==> config.mk <==
export PLATFORM = sky130hd
export DESIGN_NAME = pressed_key_table_with_block
export DESIGN_NICKNAME = d
export VERILOG_FILES = /design/src/rtl/core/pktb_pkg.sv /design/src/rtl/core/pktb_table.sv /design/src/rtl/core/pressed_key_table_with_block.sv
export SDC_FILE = /design/constraint.sdc
export NUM_CORES = 1
export LEC_CHECK = 0
export BUFFER_PORTS_ARGS = -buffer_cell sky130_fd_sc_hd__buf_2
export CAP_MARGIN = 20
export CORE_MARGIN = 2
export CORE_UTILIZATION = 53
export DETAILED_ROUTE_END_ITERATION = 6
export PLACE_DENSITY = 0.76
export SYNTH_ARGS = -nofsm -noshare
export SYNTH_HDL_FRONTEND = slang
export SYNTH_SLANG_ARGS = --single-unit
==> constraint.sdc <==
create_clock -name clk_i -period 3.2 [get_ports clk_i]
set_input_delay 0.64 -clock clk_i [delete_from_list [all_inputs] [get_ports clk_i]]
set_output_delay 0.64 -clock clk_i [all_outputs]
set_load 0.005 [all_outputs]
==> src/rtl/core/pktb_pkg.sv <==
// package with shared types and constants for the pressed key table
`timescale 1ns / 1ps
`default_nettype none
package pktb_pkg;

  localparam int unsigned KeyW     = 8;
  localparam int unsigned OutSlots = 8;
  localparam int unsigned MTdataW  = 72;
  localparam int unsigned MPadW    = MTdataW - 1 - OutSlots * KeyW;

  localparam logic [KeyW-1:0] KeyEmpty = '0;

  typedef enum logic {
    MODE_DOWN = 1'b0,
    MODE_UP   = 1'b1
  } mode_e;

  typedef struct packed {
    logic                              stop;
    logic                              evt;
    logic [OutSlots-1:0][KeyW-1:0]     slots;
  } pktb_res_t;

endpackage
`default_nettype wire

==> src/rtl/core/pktb_table.sv <==
// held key table with parallel slot compare and in-place update
`timescale 1ns / 1ps
`default_nettype none
module pktb_table import pktb_pkg::*; #(
  parameter int unsigned SLOTS = 8
) (
  input  wire logic            clk_i,
  input  wire logic            rst_ni,
  input  wire logic            upd_i,
  input  wire mode_e           mode_i,
  input  wire logic [KeyW-1:0] code_i,
  input  wire logic [KeyW-1:0] blocked_key_i,
  output pktb_res_t            res_o
);

  logic [SLOTS-1:0][KeyW-1:0] held_q, held_d;
  logic [SLOTS-1:0]           hit;
  logic [SLOTS-1:0]           sel;
  logic [SLOTS-1:0]           blk_pre;
  logic                       code_nz;
  logic                       is_held;
  logic                       ins_any;
  logic                       found;
  logic                       blk_held;

  always_comb begin
    found = 1'b0;
    for (int i = 0; i < SLOTS; i++) begin
      hit[i]     = (held_q[i] == code_i);
      blk_pre[i] = (held_q[i] == blocked_key_i);
      sel[i]     = 1'b0;
      if (!found && held_q[i] == KeyEmpty) begin
        sel[i] = 1'b1;
        found  = 1'b1;
      end
    end
  end

  assign code_nz = (code_i != KeyEmpty);
  assign is_held = code_nz && (|hit);
  assign ins_any = code_nz && (mode_i == MODE_DOWN) && !is_held && found;
  assign blk_held = (blocked_key_i != KeyEmpty) &&
                    ((|blk_pre) || (ins_any && code_i == blocked_key_i));

  always_comb begin
    for (int i = 0; i < SLOTS; i++) begin
      held_d[i] = held_q[i];
      if (code_nz) begin
        case (mode_i)
          MODE_DOWN: if (ins_any && sel[i]) held_d[i] = code_i;
          MODE_UP:   if (hit[i]) held_d[i] = KeyEmpty;
          default:   held_d[i] = held_q[i];
        endcase
      end
    end
  end

  always_ff @(posedge clk_i or negedge rst_ni) begin
    if (!rst_ni) begin
      held_q <= '0;
    end else if (upd_i) begin
      held_q <= held_d;
    end
  end

  always_comb begin
    res_o.evt  = code_nz && (mode_i == MODE_DOWN) && !is_held;
    res_o.stop = 1'b0;
    if (code_nz && mode_i == MODE_DOWN) begin
      res_o.stop = is_held ? (code_i == blocked_key_i) : blk_held;
    end
  end

  for (genvar k = 0; k < OutSlots; k++) begin : g_out
    if (k < SLOTS) begin : g_used
      assign res_o.slots[k] = res_o.evt ? held_d[k] : KeyEmpty;
    end else begin : g_unused
      assign res_o.slots[k] = KeyEmpty;
    end
  end

endmodule
`default_nettype wire

==> src/rtl/core/pressed_key_table_with_block.sv <==
// top level of the pressed key table with one blocked key
// result path: an accepted item waits in the input register until the result register is free to take its result
// throughput: one item per cycle while the master side accepts results, table compare and update in a single pass
// input register and result register, ready passes back combinationally from the master side
// reset: asynchronous active low, clears the table, blocked key and valid flags
`timescale 1ns / 1ps
`default_nettype none
module pressed_key_table_with_block import pktb_pkg::*; #(
  parameter int unsigned SLOTS = 8
) (
  input  wire logic               clk_i,
  input  wire logic               rst_ni,
  input  wire logic               cfg_we_i,
  input  wire logic [KeyW-1:0]    cfg_wdata_i,
  input  wire logic               s_axis_tvalid,
  output logic                    s_axis_tready,
  input  wire logic [KeyW-1:0]    s_axis_tdata,  // pressed or released key
  input  wire logic               s_axis_tuser,  // mode
  output logic                    m_axis_tvalid,
  input  wire logic               m_axis_tready,
  output logic [MTdataW-1:0]      m_axis_tdata,  // stop_propagation, slot_0 .. slot_7, pad
  output logic                    m_axis_tuser   // event_valid
);

  logic [KeyW-1:0] blocked_q;
  logic            in_vld_q;
  mode_e           mode_q;
  logic [KeyW-1:0] code_q;
  logic            out_vld_q;
  pktb_res_t       res_q;
  pktb_res_t       res;
  logic            out_free;
  logic            adv;

  assign out_free      = !out_vld_q || m_axis_tready;
  assign adv           = in_vld_q && out_free;
  assign s_axis_tready = !in_vld_q || out_free;

  always_ff @(posedge clk_i or negedge rst_ni) begin
    if (!rst_ni) begin
      blocked_q <= KeyEmpty;
    end else if (cfg_we_i) begin
      blocked_q <= cfg_wdata_i;
    end
  end

  always_ff @(posedge clk_i or negedge rst_ni) begin
    if (!rst_ni) begin
      in_vld_q  <= 1'b0;
      out_vld_q <= 1'b0;
    end else begin
      if (s_axis_tready) begin
        in_vld_q <= s_axis_tvalid;
      end
      if (out_free) begin
        out_vld_q <= in_vld_q;
      end
    end
  end

  always_ff @(posedge clk_i) begin
    if (s_axis_tvalid && s_axis_tready) begin
      mode_q <= mode_e'(s_axis_tuser);
      code_q <= s_axis_tdata;
    end
    if (adv) begin
      res_q <= res;
    end
  end

  pktb_table #(
    .SLOTS(SLOTS)
  ) u_table (
    .clk_i        (clk_i),
    .rst_ni       (rst_ni),
    .upd_i        (adv),
    .mode_i       (mode_q),
    .code_i       (code_q),
    .blocked_key_i(blocked_q),
    .res_o        (res)
  );

  assign m_axis_tvalid = out_vld_q;
  assign m_axis_tdata  = {{MPadW{1'b0}}, res_q.slots, res_q.stop};
  assign m_axis_tuser  = res_q.evt;

  a_stall_only_when_full: assert property (@(posedge clk_i) disable iff (!rst_ni)
    !s_axis_tready |-> in_vld_q)
    else $error("input stalled with empty input register");

  a_adv_fills_out: assert property (@(posedge clk_i) disable iff (!rst_ni)
    adv |=> m_axis_tvalid)
    else $error("advanced item did not reach result register");

  a_no_event_no_slots: assert property (@(posedge clk_i) disable iff (!rst_ni)
    (m_axis_tvalid && !m_axis_tuser) |-> (res_q.slots == '0))
    else $error("slots reported without table event");

  a_event_no_stall_in: assert property (@(posedge clk_i) disable iff (!rst_ni)
    (in_vld_q && !out_free) |=> (in_vld_q && $stable(code_q)))
    else $error("pending item lost while result stalled");

endmodule
`default_nettype wire
# Yosys cells after proc, flatten, opt, wreduce, memory -nomap -nowiden
# Index checks and enable logic that the tools add are counted.
# totals
regBits,149
out_inout_bits,75
# classes
n_mux,48
reduce_logical,48
bitwise_logic,1
n_eq_ne,17
# ops
cell,n
two-way mux 8 bit,24
equality test 8 bit,17
case mux 8 bit (2 select lines),8
zero test 8 bit,8
logical AND 1 bit,23
two-way mux 1 bit,16
nonzero test 8 bit,2
OR reduction 8 bit,2
zero test 1 bit,10
logical OR 1 bit,3
inverter 1 bit,1

# Logic depth before layout (Yosys ltp)
# Gate-level depths: netlist of run 1.
# logic_depth
depth_word,28
ltp_mapped,10
ltp_nobuf,8

# Cells and area by module
# Synthesis of run 1 repeated with hierarchy kept, for this count alone.
# unflattened
cells_unflattened,753
hier_area_um2,7958.9
# by_module_without_submodules
module,seq_area_each_um2,cells_per_inst,area_each_um2,n_inst
pktb_table,1601.5,645,5230.0,1
pressed_key_table_with_block,2502.4,108,2728.9,1

# Least setup slack after synthesis of run 1
# No wires, ideal clock.
# synth_timing
path_type,input to register
start,in m_axis_tready
end,reg u_table.held_q[63] (netlist bit)
setup_time_ps,67
n_path_buf,0
arrival_time_ps,3463
stages,7
setup_slack_ps,-330
cell_sequence,nand2b_1 > nand2_1 > clkinv_1 > o21ai_0 > nor2_1 > nand2_1 > o311a_1
# synth_via
elab_chain_cells,2
# synth_lines
element,line,rtl
"start, declared",pressed_key_table_with_block.sv:20,"input wire logic m_axis_tready,"
logical OR 1 bit,pressed_key_table_with_block.sv:35,assign out_free = !out_vld_q || m_axis_tready;
logical AND 1 bit,pressed_key_table_with_block.sv:36,assign adv = in_vld_q && out_free;
via adv,pressed_key_table_with_block.sv:33,logic adv;
"end signal, assigned",pktb_table.sv:62,held_q <= held_d;
"end, declared",pktb_table.sv:16,"logic [SLOTS-1:0][KeyW-1:0] held_q, held_d;"
# The timed path passes the listed nets, and every way through them passes these cells.
# A chain may end at the register's enable or synchronous reset.

# Worst setup path in the final report of run 1
# layout_timing
start,reg u_table.held_q[0] (netlist bit)
end,reg u_table.held_q[63] (netlist bit)
# layout_via
elab_chain_cells,28
elab_cells_between_ends,34
# layout_lines
element,line,rtl
zero test 8 bit,pktb_table.sv:32,if (!found && held_q[i] == KeyEmpty) begin
two-way mux 1 bit,pktb_table.sv:32,
zero test 1 bit,pktb_table.sv:32,
logical AND 1 bit,pktb_table.sv:32,
two-way mux 1 bit,pktb_table.sv:32,
zero test 1 bit,pktb_table.sv:32,
logical AND 1 bit,pktb_table.sv:32,
two-way mux 1 bit,pktb_table.sv:32,
(+12 left out),-,
zero test 1 bit,pktb_table.sv:32,
logical AND 1 bit,pktb_table.sv:32,
two-way mux 1 bit,pktb_table.sv:32,
logical AND 1 bit,pktb_table.sv:41,assign ins_any = code_nz && (mode_i == MODE_DOWN) && !is_held && found;
logical AND 1 bit (*),pktb_table.sv:50,MODE_DOWN: if (ins_any && sel[i]) held_d[i] = code_i;
two-way mux 8 bit (*),pktb_table.sv:50,
case mux 8 bit (2 select lines) (*),pktb_table.sv:49,case (mode_i)
two-way mux 8 bit (*),pktb_table.sv:48,if (code_nz) begin
# Mark *: on every way between the ends. The rest lies on a longest branch, timed or not.

==> results of run 1 <==
layer usage:
metal | vias up | track usage
met1 | 3104 | 0.386
li1 | 2797 | -
met3 | 91 | 0.0816
met2 | 454 | 0.459
met4 | 0 | 0.127
met5 | - | 0
power by group through the flow:
stage,sequential [mW],clock (mW),combinational (mW)
2_1_floorplan,3.10,0,1.54
3_3_place_gp,3.28,0,2.01
3_5_place_dp,3.31,0,2.09
4_1_cts,3.28,2.22,2.11
5_1_grt,3.35,2.31,2.36
6_report,3.31,2.21,2.14
how the worst max path moves through the flow:
stage	from	to	cells past startpoint
2_1_floorplan	m_axis_tready	u_table.held_q[10]	8
3_3_place_gp	u_table.held_q[16]	u_table.held_q[63]	6
3_5_place_dp	code_q[7]	m_axis_tdata[0]	7
4_1_cts	code_q[7]	m_axis_tdata[0]	7
5_1_grt	code_q[7]	m_axis_tdata[6]	6
6_report	u_table.held_q[0]	u_table.held_q[63]	6
state kept, by name, indices dropped and copies added (netlist names):
name            count
mode_q              1
m_axis_tdata       65
blocked_q           8
u_table.held_q     64
m_axis_tvalid       1
code_q              8
in_vld_q            1
m_axis_tuser        1
logic make-up (layout without fill, tap and decap cells):
family,Yosys count,after routing,synth area share
AND/OR/NAND/NOR,243,243,0.155
AO/OA/AOI/OAI,149,149,0.104
flip-flops,149,149,0.536
XOR/XNOR,136,136,0.155
buffers and inverters,62,157,0.0382
multiplexers,8,8,0.0118
other,1,7,0.000489
cells in the mapped netlist, drive strengths merged, types with 2 or more instances:
library cell | number | share of area
o41ai | 8 | 0.0091
a21oi | 67 | 0.044
nor4 | 44 | 0.040
nand3 | 5 | 0.0039
dfrtp | 74 | 0.24
and2 | 2 | 0.0016
o21a | 2 | 0.0020
mux2 | 8 | 0.012
buf | 35 | 0.025
nand4 | 25 | 0.020
nor2 | 60 | 0.029
o21ai | 66 | 0.043
nand2 | 93 | 0.046
inv | 11 | 0.0054
xor2 | 64 | 0.073
or3 | 2 | 0.0016
edfxtp | 75 | 0.29
xnor2 | 72 | 0.082
clkbuf | 15 | 0.0073
nand2b | 3 | 0.0024
or4 | 3 | 0.0029
worst max-delay path, stage by stage, from the launching register on:
cell     delay [ps]
dfrtp_1         480
nor4_1          120
nand2_1         170
nand4_1         330
nor4_4          690
nand4_1         460
o311a_1         440
cell type report:
type	instances	area share
Clock buffer	22	0.0528
Sequential cell	149	0.457
Multi-Input combinational cell	543	0.366
Timing Repair Buffer	113	0.0739
Inverter	12	0.00516
Tap cell	180	0.0251
Clock inverter	10	0.0196
==> metrics.yaml, run 1 <==
num_vias: 6446
dp_hpwl_mm: 14.6
final_cell_mix: "93 x nand2_1, 89 x buf_2, 75 x edfxtp_1"
grt_pass1_vias: 6366
endpoint_kind: "flop"
clockBufferDepth: 2
start_util: 0.548
firstDrtPassIters: 6
fillers: 1136
ant_nets: 0
reg2regPathDepth: 6
path_clk_slew_ps: 60
io_buffers: 89
clk_latency_ps: 430
met3_length_mm: 2.51
stdcell_count: 1029
grt_pass1_wl_mm: 35.1
grt_max_degree: 75
antenna_found_initial: 0
worst-path-max-fanout: 9
via_per_inst: 6.26
pwr-share-comb: 0.279
die_w_um: 124
critPathArrivalTime_ps: 3140
post_cts_buffers: 0
hold_class: "input pin to asynchronous set/reset pin"
yosysUniqueCellTypes: 40
fin_util: 0.642
core_um2: 14000
maxCapViolCount: 0
track_usage: 0.294
drt_iter0_markers: 967
async_flop_share: 0.497
intPower_mw: 4.97
status: "completed"
finalHoldViolations: 0
layout_setup_ws_ps: 369
row_count: 43
wl_per_cell_um: 21.7
ctsResizeCount: 0
ys_seq_area_frac: 0.536
fin_nets: 858
clock_power_share: 0.288
cts_tree: "yes"
slew_violations: 0
syn_to_final_growth_pct: 17.2
power_switching_mw: 2.68
layout_commonest_cell: "nand2_1"
syn-instance-count: 748
leakagePower_nw: 3.64
peakVddDrop_mv: 0.457
dp_cells: 997
postLayoutCellArea_um2: 8980
swShare: 0.350
area.sequential_um2: 4100
fin_setup_tns_ps: 0
ff2ff_setup_slack_ps: 370
ys_seq_elements: 149
power_density_nw_per_um2: 852
hold_slack_ps: 235
synth_top_flop_cell: "edfxtp_1"
start_kind: "flop"
gp_congestion: 0.952
gr-total-overflow: 0
total_power_mw: 7.65
place_area_um2: 8330
yosysWarnings: 0
finalCriticalPeriod_ps: 2830
syn_area_um2: 7660
numCtsBuffers: 17
required_ps: 3510
insertedDiodeCount: 0
crit_type: "flop to flop"
root_buffer: "clkbuf_16"
pwr-share-seq: 0.432
ios: 97
max_slew_margin: 0.351
synth_edf_count: 75
drive_gt1_frac: 0.183
die_area_um2: 15400
cts.sinks: 149
fin_skew_ps: 8.67
cts_hold_buf: 0
top_layer_used: "met4"
wl_mm: 22.3
wl_met2_mm: 10.5
route.layer.met1.wl_mm: 8.39
post-place-ws_ps: 503
timing.rr.end: "u_table.held_q[63]"
setup_viol: 0
cts.htree.levels: 4
final.period_utilization: 0.885
route.detailed.drc: 0
avgSynthCellArea_um2: 10.2
die_y_um: 124
rsz0062_at_grt: "false"
fmax_ghz: 0.353
worst_pin_slew_ps: 972
multi_input_area_um2: 3290
r2r-start: "u_table.held_q[0]"
Note: power is estimated with default switching activity, not from simulation.
==> inputs of run 2 (changes only) <==
CORE_UTILIZATION = 58   (was 53)
PLACE_DENSITY = 0.8   (was 0.76)
clock period = 3.15 ns   (was 3.2 ns; I/O delays follow)
==> run 2 against run 1 <==
Net effect:
- via count fell by 0.47%
- sequential cell count did not move
- highest routed layer unchanged
- combinational power barely moved
- maximum frequency fell by 4.6%
- cell count fell by 0.78%
- clock-buffer cell count fell by 3
- largest power group unchanged
- sequential share of layout area rose by 0.54 points
==> metrics.yaml, run 2 (synthesis gave the netlist of run 1 again) <==
hold_class: "input pin to asynchronous set/reset pin"
die_w_um: 119
io_buffers: 89
core_um2: 12800
wl_mm: 21.7
syn_to_final_growth_pct: 15.8
cts.sinks: 149
grt_pass1_vias: 6251
gp_congestion: 0.969
fin_setup_tns_ps: 0
r2r-start: "code_q[6]"
peakVddDrop_mv: 0.418
row_count: 41
wl_per_cell_um: 21.3
numCtsBuffers: 17
status: "completed"
finalHoldViolations: 0
fin_util: 0.695
start_kind: "flop"
critPathArrivalTime_ps: 3150
rsz0062_at_grt: "false"
cp.depth: 8
drive_gt1_frac: 0.179
ctsResizeCount: 0
track_usage: 0.319
worst_path_largest_cell_delay_ps: 900
ant_nets: 0
post-place-ws_ps: 252
setup_viol: 0
clockBufferDepth: 2
reg2regPathDepth: 8
path_common_cell: "nand2_1"
crit_chain: "buf_4, xor2_1, nor4_1, nand2_1, and4b_1, nand2_1, nor4b_1, o22ai_1"
crit_slowest_cell: "edfxtp_1"
ios: 97
required_ps: 3330
cts_tree: "yes"
die_y_um: 119
die_area_um2: 14100
hold_slack_ps: 52.7
fmax_ghz: 0.337
worst_pin_slew_ps: 852
crit_type: "flop to flop"
path_clk_slew_ps: 60
max_slew_margin: 0.431
fin_skew_ps: 9.52
ff2ff_setup_slack_ps: 180
firstDrtPassIters: 6
final.period_utilization: 0.942
critPathLaunch: "code_q[6]"
endpoint_kind: "flop"
fin_nets: 858
finalCriticalPeriod_ps: 2970
via_per_inst: 6.28
num_vias: 6416
route.detailed.drc: 0
dp_cells: 989
layout_commonest_cell: "nand2_1"
stdcell_count: 1021
largest_reg_flops: 65
layout_setup_ws_ps: 183
endpoint: "m_axis_tdata[0]"
timing.rr.end: "m_axis_tdata[0]"
clk_latency_ps: 440
worst-path-max-fanout: 14
maxCapViolCount: 0
root_buffer: "clkbuf_16"
grt_max_degree: 67
drt_iter0_markers: 779
power_density_nw_per_um2: 849
dp_hpwl_mm: 14.2
cts_hold_buf: 0
cp_num_buf_inv: 1
leakagePower_nw: 3.60
start_util: 0.600
insertedDiodeCount: 0
antenna_found_initial: 0
cts.htree.levels: 4
final_cell_mix: "93 x nand2_1, 89 x buf_2, 75 x edfxtp_1"
gr-total-overflow: 0
slew_violations: 0
path_delay_family: "simple AND/OR/NAND/NOR gates"
post_cts_buffers: 0
grt_pass1_wl_mm: 34.0
run 2: layer usage:
layer  track usage  part of all wire  vias up
met5             0                 0        -
met4         0.173             0.043        0
met3        0.0910              0.12       79
met2         0.493              0.47      477
met1         0.408              0.36     3051
li1              -                 -     2809
run 2: how the worst min path moves through the flow:
stage,startpoint,endpoint
after CTS,rst_ni,in_vld_q
after detailed placement,in_vld_q,m_axis_tvalid
after floorplan,rst_ni,blocked_q[0]
final,rst_ni,m_axis_tvalid
after global routing,rst_ni,in_vld_q
after global placement,in_vld_q,m_axis_tvalid
run 2: stage by stage:
step                total power [mW]  instance area, um2
floorplan                       4.71                7690
global placement                5.35                8290
detailed placement              5.46                8290
CTS                             7.48                8870
global route                    7.90                8870
finish                          7.53                8870
run 2: cell type report:
cell class	instances	area, um2
multi-input cells	543	3290
repair buffers	113	638
clock inverters	13	138
clock buffers	19	443
inverters	12	46.3
well taps	172	215
fillers	981	3900
flip-flops and latches	149	4100
run 2: power breakdown:
| part | switching [mW] | internal [mW] | leakage [nW] | total [mW] |
|---|---|---|---|---|
| Combinational | 1.17 | 0.961 | 1.64 | 2.13 |
| Sequential | 0.741 | 2.62 | 1.68 | 3.36 |
| Clock | 0.788 | 1.25 | 0.288 | 2.03 |
| Total | 2.70 | 4.83 | 3.60 | 7.53 |
